<file path="src/rtl/three_operand_cpu_execute_top_defines.svh">
// ============================================================================
// Assertion macros for the three-operand execute block
// Shared helpers that wrap concurrent assertions on i_clk and i_rst_n.
// ============================================================================
`ifndef THREE_OPERAND_CPU_EXECUTE_TOP_DEFINES_SVH
`define THREE_OPERAND_CPU_EXECUTE_TOP_DEFINES_SVH

// The consequent must hold in the same cycle as the antecedent.
`define TOCE_ASSERT_SAME(label, ante, cons, msg) \
    label: assert property (@(posedge i_clk) disable iff (!i_rst_n) (ante) |-> (cons)) \
        else $error(msg);

// The consequent must hold in the cycle after the antecedent.
`define TOCE_ASSERT_NEXT(label, ante, cons, msg) \
    label: assert property (@(posedge i_clk) disable iff (!i_rst_n) (ante) |=> (cons)) \
        else $error(msg);

`endif

</file>
<file path="src/rtl/toce_pkg.sv">
// ============================================================================
// toce_pkg
// Types, opcodes and sizes shared by the three-operand execute block.
// ============================================================================
`default_nettype none

package toce_pkg;

    localparam int XLEN      = 32;
    localparam int PC_W      = 12;
    localparam int NUM_REGS  = 16;
    localparam int REG_AW    = $clog2(NUM_REGS);
    // The data memory depth must be a power of two.
    localparam int MEM_DEPTH = 4096;
    localparam int MEM_AW    = $clog2(MEM_DEPTH);
    localparam int IO_REGS   = 32;
    localparam int IO_AW     = 5;

    localparam logic [4:0] OP_ADD  = 5'd0;
    localparam logic [4:0] OP_SUB  = 5'd1;
    localparam logic [4:0] OP_MAC  = 5'd2;
    localparam logic [4:0] OP_AND  = 5'd3;
    localparam logic [4:0] OP_OR   = 5'd4;
    localparam logic [4:0] OP_XOR  = 5'd5;
    localparam logic [4:0] OP_SLL  = 5'd6;
    localparam logic [4:0] OP_SRA  = 5'd7;
    localparam logic [4:0] OP_SRL  = 5'd8;
    localparam logic [4:0] OP_BEQ  = 5'd9;
    localparam logic [4:0] OP_BNE  = 5'd10;
    localparam logic [4:0] OP_BLT  = 5'd11;
    localparam logic [4:0] OP_BGT  = 5'd12;
    localparam logic [4:0] OP_BLE  = 5'd13;
    localparam logic [4:0] OP_BGE  = 5'd14;
    localparam logic [4:0] OP_JAL  = 5'd15;
    localparam logic [4:0] OP_LW   = 5'd16;
    localparam logic [4:0] OP_SW   = 5'd17;
    localparam logic [4:0] OP_RETI = 5'd18;
    localparam logic [4:0] OP_IN   = 5'd19;
    localparam logic [4:0] OP_OUT  = 5'd20;
    localparam logic [4:0] OP_HALT = 5'd21;

    localparam logic [1:0] IO_NONE  = 2'd0;
    localparam logic [1:0] IO_READ  = 2'd1;
    localparam logic [1:0] IO_WRITE = 2'd2;

    localparam logic [IO_AW-1:0] IO_RET_INDEX    = 5'd7;
    localparam logic [IO_AW-1:0] IO_MONCMD_INDEX = 5'd22;

    localparam logic [REG_AW-1:0] REG_ZERO       = 4'd0;
    localparam logic [REG_AW-1:0] REG_IMM_FIRST  = 4'd1;
    localparam logic [REG_AW-1:0] REG_IMM_SECOND = 4'd2;
    localparam logic [REG_AW-1:0] FIRST_WRITABLE = 4'd3;

    typedef struct packed {
        logic [4:0]         op;
        logic [3:0]         dest_reg;
        logic [3:0]         src_a_reg;
        logic [3:0]         src_b_reg;
        logic [3:0]         src_c_reg;
        logic signed [11:0] imm_first;
        logic signed [11:0] imm_second;
    } t_in;

    typedef struct packed {
        logic [11:0]        next_pc;
        logic               halted;
        logic               interrupt_returned;
        logic               reg_written;
        logic signed [31:0] write_value;
        logic [1:0]         io_access;
        logic [4:0]         io_index;
        logic signed [31:0] io_data;
        logic               mem_written;
        logic [11:0]        mem_address;
        logic signed [31:0] mem_data;
    } t_out;

    typedef struct packed {
        logic              re;
        logic [REG_AW-1:0] addr_a;
        logic [REG_AW-1:0] addr_b;
        logic [REG_AW-1:0] addr_c;
        logic [REG_AW-1:0] addr_d;
    } t_rf_rd;

    typedef struct packed {
        logic              we;
        logic [REG_AW-1:0] addr;
        logic [XLEN-1:0]   data;
    } t_rf_wr;

    typedef struct packed {
        logic [XLEN-1:0] a;
        logic [XLEN-1:0] b;
        logic [XLEN-1:0] c;
        logic [XLEN-1:0] d;
    } t_rf_q;

    typedef struct packed {
        logic              re;
        logic              we;
        logic [MEM_AW-1:0] addr;
        logic [XLEN-1:0]   wdata;
    } t_dm_req;

endpackage

`default_nettype wire

</file>
<file path="src/rtl/toce_regfile.sv">
// ============================================================================
// toce_regfile
// Register file with four read ports built from two dual-read banks,
// per-entry valid bits for the reset value and same-edge write bypass.
// ============================================================================
`default_nettype none
`include "three_operand_cpu_execute_top_defines.svh"

module toce_regfile (
    input  logic              i_clk,
    input  logic              i_rst_n,
    input  toce_pkg::t_rf_rd  i_rd,
    input  toce_pkg::t_rf_wr  i_wr,
    output toce_pkg::t_rf_q   o_q
);

    logic [toce_pkg::XLEN-1:0]     r_bank_ab [toce_pkg::NUM_REGS];
    logic [toce_pkg::XLEN-1:0]     r_bank_cd [toce_pkg::NUM_REGS];
    logic [toce_pkg::NUM_REGS-1:0] r_vld;
    logic [toce_pkg::XLEN-1:0]     r_qa;
    logic [toce_pkg::XLEN-1:0]     r_qb;
    logic [toce_pkg::XLEN-1:0]     r_qc;
    logic [toce_pkg::XLEN-1:0]     r_qd;
    logic [toce_pkg::XLEN-1:0]     r_byp;
    logic [3:0]                    r_qv;
    logic [3:0]                    r_hit;

    always_ff @(posedge i_clk) begin
        if (i_wr.we) begin
            r_bank_ab[i_wr.addr] <= i_wr.data;
        end
        if (i_rd.re) begin
            r_qa <= r_bank_ab[i_rd.addr_a];
            r_qb <= r_bank_ab[i_rd.addr_b];
        end
    end

    always_ff @(posedge i_clk) begin
        if (i_wr.we) begin
            r_bank_cd[i_wr.addr] <= i_wr.data;
        end
        if (i_rd.re) begin
            r_qc <= r_bank_cd[i_rd.addr_c];
            r_qd <= r_bank_cd[i_rd.addr_d];
        end
    end

    // A write on the same edge as a read is taken from the bypass register.
    always_ff @(posedge i_clk) begin
        if (!i_rst_n) begin
            r_vld <= '0;
            r_qv  <= '0;
            r_hit <= '0;
        end else begin
            if (i_wr.we) begin
                r_vld[i_wr.addr] <= 1'b1;
            end
            if (i_rd.re) begin
                r_qv  <= {r_vld[i_rd.addr_d], r_vld[i_rd.addr_c],
                          r_vld[i_rd.addr_b], r_vld[i_rd.addr_a]};
                r_hit <= {i_wr.we && (i_wr.addr == i_rd.addr_d),
                          i_wr.we && (i_wr.addr == i_rd.addr_c),
                          i_wr.we && (i_wr.addr == i_rd.addr_b),
                          i_wr.we && (i_wr.addr == i_rd.addr_a)};
            end
        end
    end

    always_ff @(posedge i_clk) begin
        if (i_rd.re) begin
            r_byp <= i_wr.data;
        end
    end

    assign o_q.a = r_hit[0] ? r_byp : (r_qv[0] ? r_qa : '0);
    assign o_q.b = r_hit[1] ? r_byp : (r_qv[1] ? r_qb : '0);
    assign o_q.c = r_hit[2] ? r_byp : (r_qv[2] ? r_qc : '0);
    assign o_q.d = r_hit[3] ? r_byp : (r_qv[3] ? r_qd : '0);

    `TOCE_ASSERT_SAME(a_no_fixed_write, i_wr.we, i_wr.addr >= toce_pkg::FIRST_WRITABLE, "write to a fixed register")
    `TOCE_ASSERT_NEXT(a_write_sets_valid, i_wr.we, r_vld[$past(i_wr.addr)], "valid bit not set by write")
    `TOCE_ASSERT_NEXT(a_bypass_a, i_rd.re && i_wr.we && (i_wr.addr == i_rd.addr_a), o_q.a == $past(i_wr.data), "bypass missed on port a")

endmodule

`default_nettype wire

</file>
<file path="config.mk">
export PLATFORM = sky130hd
export DESIGN_NAME = toce_regfile
export DESIGN_NICKNAME = d
export VERILOG_FILES = /design/src/rtl/toce_pkg.sv /design/src/rtl/toce_regfile.sv
export VERILOG_INCLUDE_DIRS = /design/src /design/src/rtl
export SDC_FILE = /design/constraint.sdc
export NUM_CORES = 1
export LEC_CHECK = 0
export ABC_AREA = 0
export BUFFER_PORTS_ARGS = -buffer_cell sky130_fd_sc_hd__buf_2
export CAP_MARGIN = 10
export CORE_MARGIN = 5
export CORE_UTILIZATION = 62
export CTS_CLUSTER_SIZE = 25
export DETAILED_ROUTE_END_ITERATION = 7
export PLACE_DENSITY = 0.91
export SLEW_MARGIN = 20
export SYNTH_ARGS = -nofsm -noshare
export SYNTH_HDL_FRONTEND = slang
export SYNTH_SLANG_ARGS = --single-unit
</file>
<file path="constraint.sdc">
create_clock -name i_clk -period 4.8 [get_ports i_clk]
set_input_delay 0.24 -clock i_clk [delete_from_list [all_inputs] [get_ports i_clk]]
set_output_delay 0.24 -clock i_clk [all_outputs]
set_load 0.02 [all_outputs]
</file>
Yosys cells after proc, flatten, opt, wreduce, memory -nomap -nowiden
Memories as Yosys holds them, arrays and structs flattened. A register that Yosys moved wholly into a read port is not among the register bits.
Index checks and enable logic that the tools add are counted.
{ "word_totals": {"register_bits": 56, "mem_bits_rw": 1024, "inputBits": 56, "output_inout_bits": 128, "wordCells": 42, "n_memories": 2} }
{ "classes": {"order_cmp": 6, "eq_ne": 4, "mux": 20, "bitwise": 1, "n_reduce_logical": 5} }
{ "mem_list": {"columns": ["memory", "words", "width", "read_ports", "rd_ports_with_merged_regs", "write_ports", "line_no", "rtl"], "rows": [
  ["r_bank_ab", 16, 32, 2, 2, 1, "toce_regfile.sv:17", "logic [toce_pkg::XLEN-1:0] r_bank_ab [toce_pkg::NUM_REGS];"],
  ["r_bank_cd", 16, 32, 2, 2, 1, "toce_regfile.sv:18", "logic [toce_pkg::XLEN-1:0] r_bank_cd [toce_pkg::NUM_REGS];"]
]} }
{ "ops": {"columns": ["operator", "count"], "rows": [
  ["2-to-1 mux 32 bit", 8],
  ["less-than comparator 4 x 5 -> 1 bit, second input constant", 5],
  ["binary-select mux 1 bit (select 4 bit)", 4],
  ["equality test 4 bit", 4],
  ["OR 16 bit", 1],
  ["2-to-1 mux 1 bit", 7],
  ["logical AND 1 bit", 5],
  ["demux 1 bit (select 4 bit)", 1],
  ["greater-or-equal comparator 4 x 1 -> 1 bit, second input constant", 1]
]} }

Logic depth before layout (Yosys ltp)
{ "depth": {"ltp_word": 5, "depth_mapped": 7} }

Worst setup path before layout
OpenSTA, ideal clock, no wires.
{ "synth_timing": {"path_type": "input port to flip-flop", "start": "input port i_wr[36] (netlist bit)", "end": "memory r_bank_cd[0][0] (netlist bit) (enable)", "setup_ns": 0.463, "arrival_time_ns": 3.216, "required_time_ns": 4.337, "setup_slack_ns": 1.121, "stages": 3, "path_buffers": 1, "path_cell_list": "clkbuf_1 -> or3b_2 -> nor3_1"} }
{ "synth_via": {"elab_chain_cells": 2} }
{ "synth_rtl": {"columns": ["element", "line_no", "rtl"], "rows": [
  ["start, declared", "toce_regfile.sv:13", "input toce_pkg::t_rf_wr i_wr,"],
  ["2-to-1 mux 1 bit", "toce_regfile.sv:39", "if (i_wr.we) begin"],
  ["2-to-1 mux 1 bit (not written as such)", "toce_regfile.sv:40", "r_bank_cd[i_wr.addr] <= i_wr.data;"],
  ["end, declared", "toce_regfile.sv:18", null]
]} }
No other way between the ends.

==> flow_summary_export.csv <==
group,metric,value,unit
global_route,grt_pass1_vias,25341,
detailed_routing,avgRoutedWirePerCell,44.9,um
finish,fin_nets,1970,
logic_synthesis,post_synth.cell_area_avg,21.6,sq um
critical_path,required,4.56,ns
timing,fin_crit_sh,65.1,%
global_route,track_usage,37.2,%
power,powerDensity,344,nW/um^2
timing,worst_pin_slew,1.29,ns
clock_network,cts_setup_buffers,0,
power,swShare,23.9,%
job,cap_violations,0,
timing,clock_skew,0.0277,ns
power,p_int,0.0112,W
logic_synthesis,synth.net_count,1838,
clock_network,clock_path_buffers,3,
placement,io_buffers,183,
clock_network,htree_levels,3,
power,finalPower,0.0147,W
detailed_routing,drt_iter0_markers,5299,
clock_network,clkSinkCount,696,
global_route,antenna_found_initial,10,
critical_path,cp-start-kind,"flip-flop",
power,p_seq_share,48.3,%
floorplan,design.die.area,67300,sq um
finish,fillers,3437,
critical_path,rrSetupSlack,2.94,ns
critical_path,reg2reg_to,"r_qd[0]",
power,p_clk_share,40.4,%
hold_path,min_path_type,"primary input to flip-flop",
logic_synthesis,synth_area,38600,sq um
timing,finalSetupViolCount,0,
hold_path,hold_depth,1,
global_route,grt_max_degree,132,
detailed_routing,first_pass_iters,8,
timing,fin_ws,1.67,ns
timing,max_freq,320,MHz
global_route,grt_pass1_wl,180,mm
power,comb_power_share,11.4,%
critical_path,critPathLaunch,"r_qv[0]",
power,power_leakage,13.9,nW
clock_network,clkTransAtPathRegs,0.06,ns
hold_path,hp-start,"i_wr[15]",
placement,finalWeightedCongestion,0.838,
critical_path,worst_ep_arrival_time,2.89,ns
logic_synthesis,syn_inst,1782,
detailed_routing,wl,126,mm
power,ir_drop,0.000231,V
detailed_routing,viasPerCell,8.87,
detailed_routing,drc,0,
critical_path,endpoint_kind,"output pin",
logic_synthesis,seq_area_frac_synth,53.6,%
floorplan,die_w,259,um
critical_path,rr_worst_depth,2,
floorplan,die_height,259,um
critical_path,crit_fanout,20,
placement,preCtsSetupSlack,1.93,ns
timing,report.final.hold_viol_count,0,
power,p_sw,0.00351,W
global_route,grt_overflow,0,
timing,slew_headroom,14.1,%
critical_path,worst-setup-path-type,"flip-flop to output pin",
clock_network,cts.repair.resized,0,
clock_network,clock_latency,0.62,ns
placement,dpl_cell_area,40100,sq um
hold_path,min_to,"r_bank_cd[6][15]",
floorplan,row_count,91,
finish,final_area,42800,sq um
timing,timing.hold.ws,0.0184,ns
run_status,status,"complete, no violations",
placement,dpl.hpwl,66.6,mm
timing,setup_tns,0,ns
logic_synthesis,yosys_warnings,0,
finish,drive_above_1_share,50.6,%
clock_network,cts_tree,"yes",
critical_path,rr_startpoint,"r_bank_cd[15][0]",
finish,area.growth.synth_to_final,10.9,%
floorplan,start_util,62.5,%
timing,fin_crit,3.13,ns
timing,slew_viol_final,0,
floorplan,core,61700,sq um
timing,rsz0062_at_grt,"no",
clock_network,cts_buffers,72,
floorplan,io_pins,184,
logic_synthesis,yosysUniqueCellTypes,37,
clock_network,clockRootBuffer,"clkbuf_16",
logic_synthesis,synth_seq_cells,696,
detailed_routing,num_vias,24973,
detailed_routing,postRouteAntennaNets,0,
cell type report:
class | instances | area (sq um) | area share, %
repair buffers | 251 | 1730 | 4.04
diodes | 5 | 12.5 | 0.0292
multi-input cells | 892 | 16900 | 39.4
clock buffers | 91 | 2020 | 4.72
flip-flops and latches | 696 | 20700 | 48.3
clock inverters | 41 | 445 | 1.04
well taps | 837 | 1050 | 2.45
inverters | 1 | 3.75 | 0.00877
power by group through the flow:
stage | Sequential [W] | Clock (W) | Combinational (W)
global placement | 0.00716 | 0 | 0.00154
floorplan | 0.00713 | 0 | 0.00115
finish | 0.00709 | 0.00593 | 0.00167
detailed placement | 0.00719 | 0 | 0.00160
CTS | 0.00708 | 0.00592 | 0.00163
global route | 0.00710 | 0.00621 | 0.00172
registers in the layout, summed over array words and instances, names as in the netlist:
register,flops
r_qc,32
r_qb,32
r_qd,32
r_qv,4
r_vld,16
r_hit,4
r_bank_cd,512
r_byp,32
r_qa,32
synth_stat cells, drive strengths merged:
| cell | count | share of area, % |
|---|---|---|
| or3b | 1 | 0.023 |
| clkbuf | 92 | 0.92 |
| nor3 | 8 | 0.10 |
| o21a | 16 | 0.31 |
| inv | 1 | 0.0097 |
| xor2 | 12 | 0.27 |
| dlygate4sd1 | 3 | 0.068 |
| a31oi | 1 | 0.016 |
| a2bb2oi | 4 | 0.091 |
| o31ai | 1 | 0.019 |
| nand2b | 6 | 0.097 |
| dlymetal6s4s | 1 | 0.032 |
| a32oi | 1 | 0.023 |
| nor2 | 12 | 0.12 |
| nand4b | 3 | 0.068 |
| nand2 | 2 | 0.019 |
| o311ai | 3 | 0.068 |
| nand3b | 5 | 0.097 |
| xnor2 | 4 | 0.091 |
| dfxtp | 24 | 1.2 |
| edfxtp | 672 | 52 |
| a22o | 128 | 2.9 |
| mux2i | 12 | 0.31 |
| a21boi | 4 | 0.078 |
| mux4 | 652 | 38 |
| nand4 | 4 | 0.065 |
| nand3 | 5 | 0.065 |
| buf | 97 | 2.1 |
| nor2b | 8 | 0.13 |
placed cells by master (no fill, tap or decap), types with 3 or more instances in the layout:
master,synthesis,layout
nor2b_4,0,4
dfxtp_1,24,20
a21boi_0,4,4
bufinv_16,0,9
clkbuf_16,0,76
xor2_1,12,12
nor3_2,0,4
edfxtp_1,672,672
xnor2_1,4,4
mux2i_1,12,12
clkbuf_1,91,9
buf_16,0,5
o21a_1,16,16
clkinv_4,0,3
mux4_2,621,621
inv_6,0,3
nor2b_1,8,4
a2bb2oi_1,4,4
buf_6,28,3
dfxtp_2,0,4
buf_2,47,174
nor3_1,8,4
nand3b_1,5,5
buf_4,3,48
diode_2,0,5
nand2b_1,6,6
clkinv_2,0,7
mux4_1,30,30
nor2_4,0,12
nand4b_1,3,3
buf_12,9,10
clkbuf_8,1,10
dlygate4sd3_1,0,7
nand3_1,5,5
a22o_1,128,128
nand4_1,4,4
clkinv_1,0,17
through the flow:
stage,std cells,utilization (%)
after detailed placement,2667,65.1
final,2814,69.3
after global routing,2812,69.3
after floorplan,1782,-
after CTS,2806,69.2
after global placement,2663,64.9
critical path, stage by stage (launching register included):
cell	delay, ns
dfxtp_1	0.35
nor2b_4	0.93
buf_4	0.47
a22o_1	0.30
buf_2	0.21
timing repair:
| item | in CTS | in global routing |
|---|---|---|
| endpoints found under the hold margin | 81 | 0 |
| hold buffers | 7 | 0 |
| setup endpoints to repair | 0 | 0 |
cells by family after synthesis:
family,count (synthesis),share of synthesized area [%]
flops,696,53.6
mux,664,38.7
buf+inv,194,3.08
compound gates,158,3.51
simple gates,54,0.785
xor+xnor,16,0.363
routing by layer:
metal	track usage, %	part of all wire (%)
met5	0	0.046
met1	44.8	27
met2	58.5	48
met4	23.8	8.2
met3	12.5	17
worst max path at each step:
stage,slack (ns),endpoint,cells past startpoint
6_report,1.67,o_q[127],4
5_1_grt,1.74,o_q[8],4
4_1_cts,1.82,o_q[53],4
3_5_place_dp,1.93,r_qa[27],4
3_3_place_gp,1.96,r_qa[27],4
2_1_floorplan,1.12,r_bank_cd[0][0],3
Note: power is estimated with default switching activity, not from simulation.
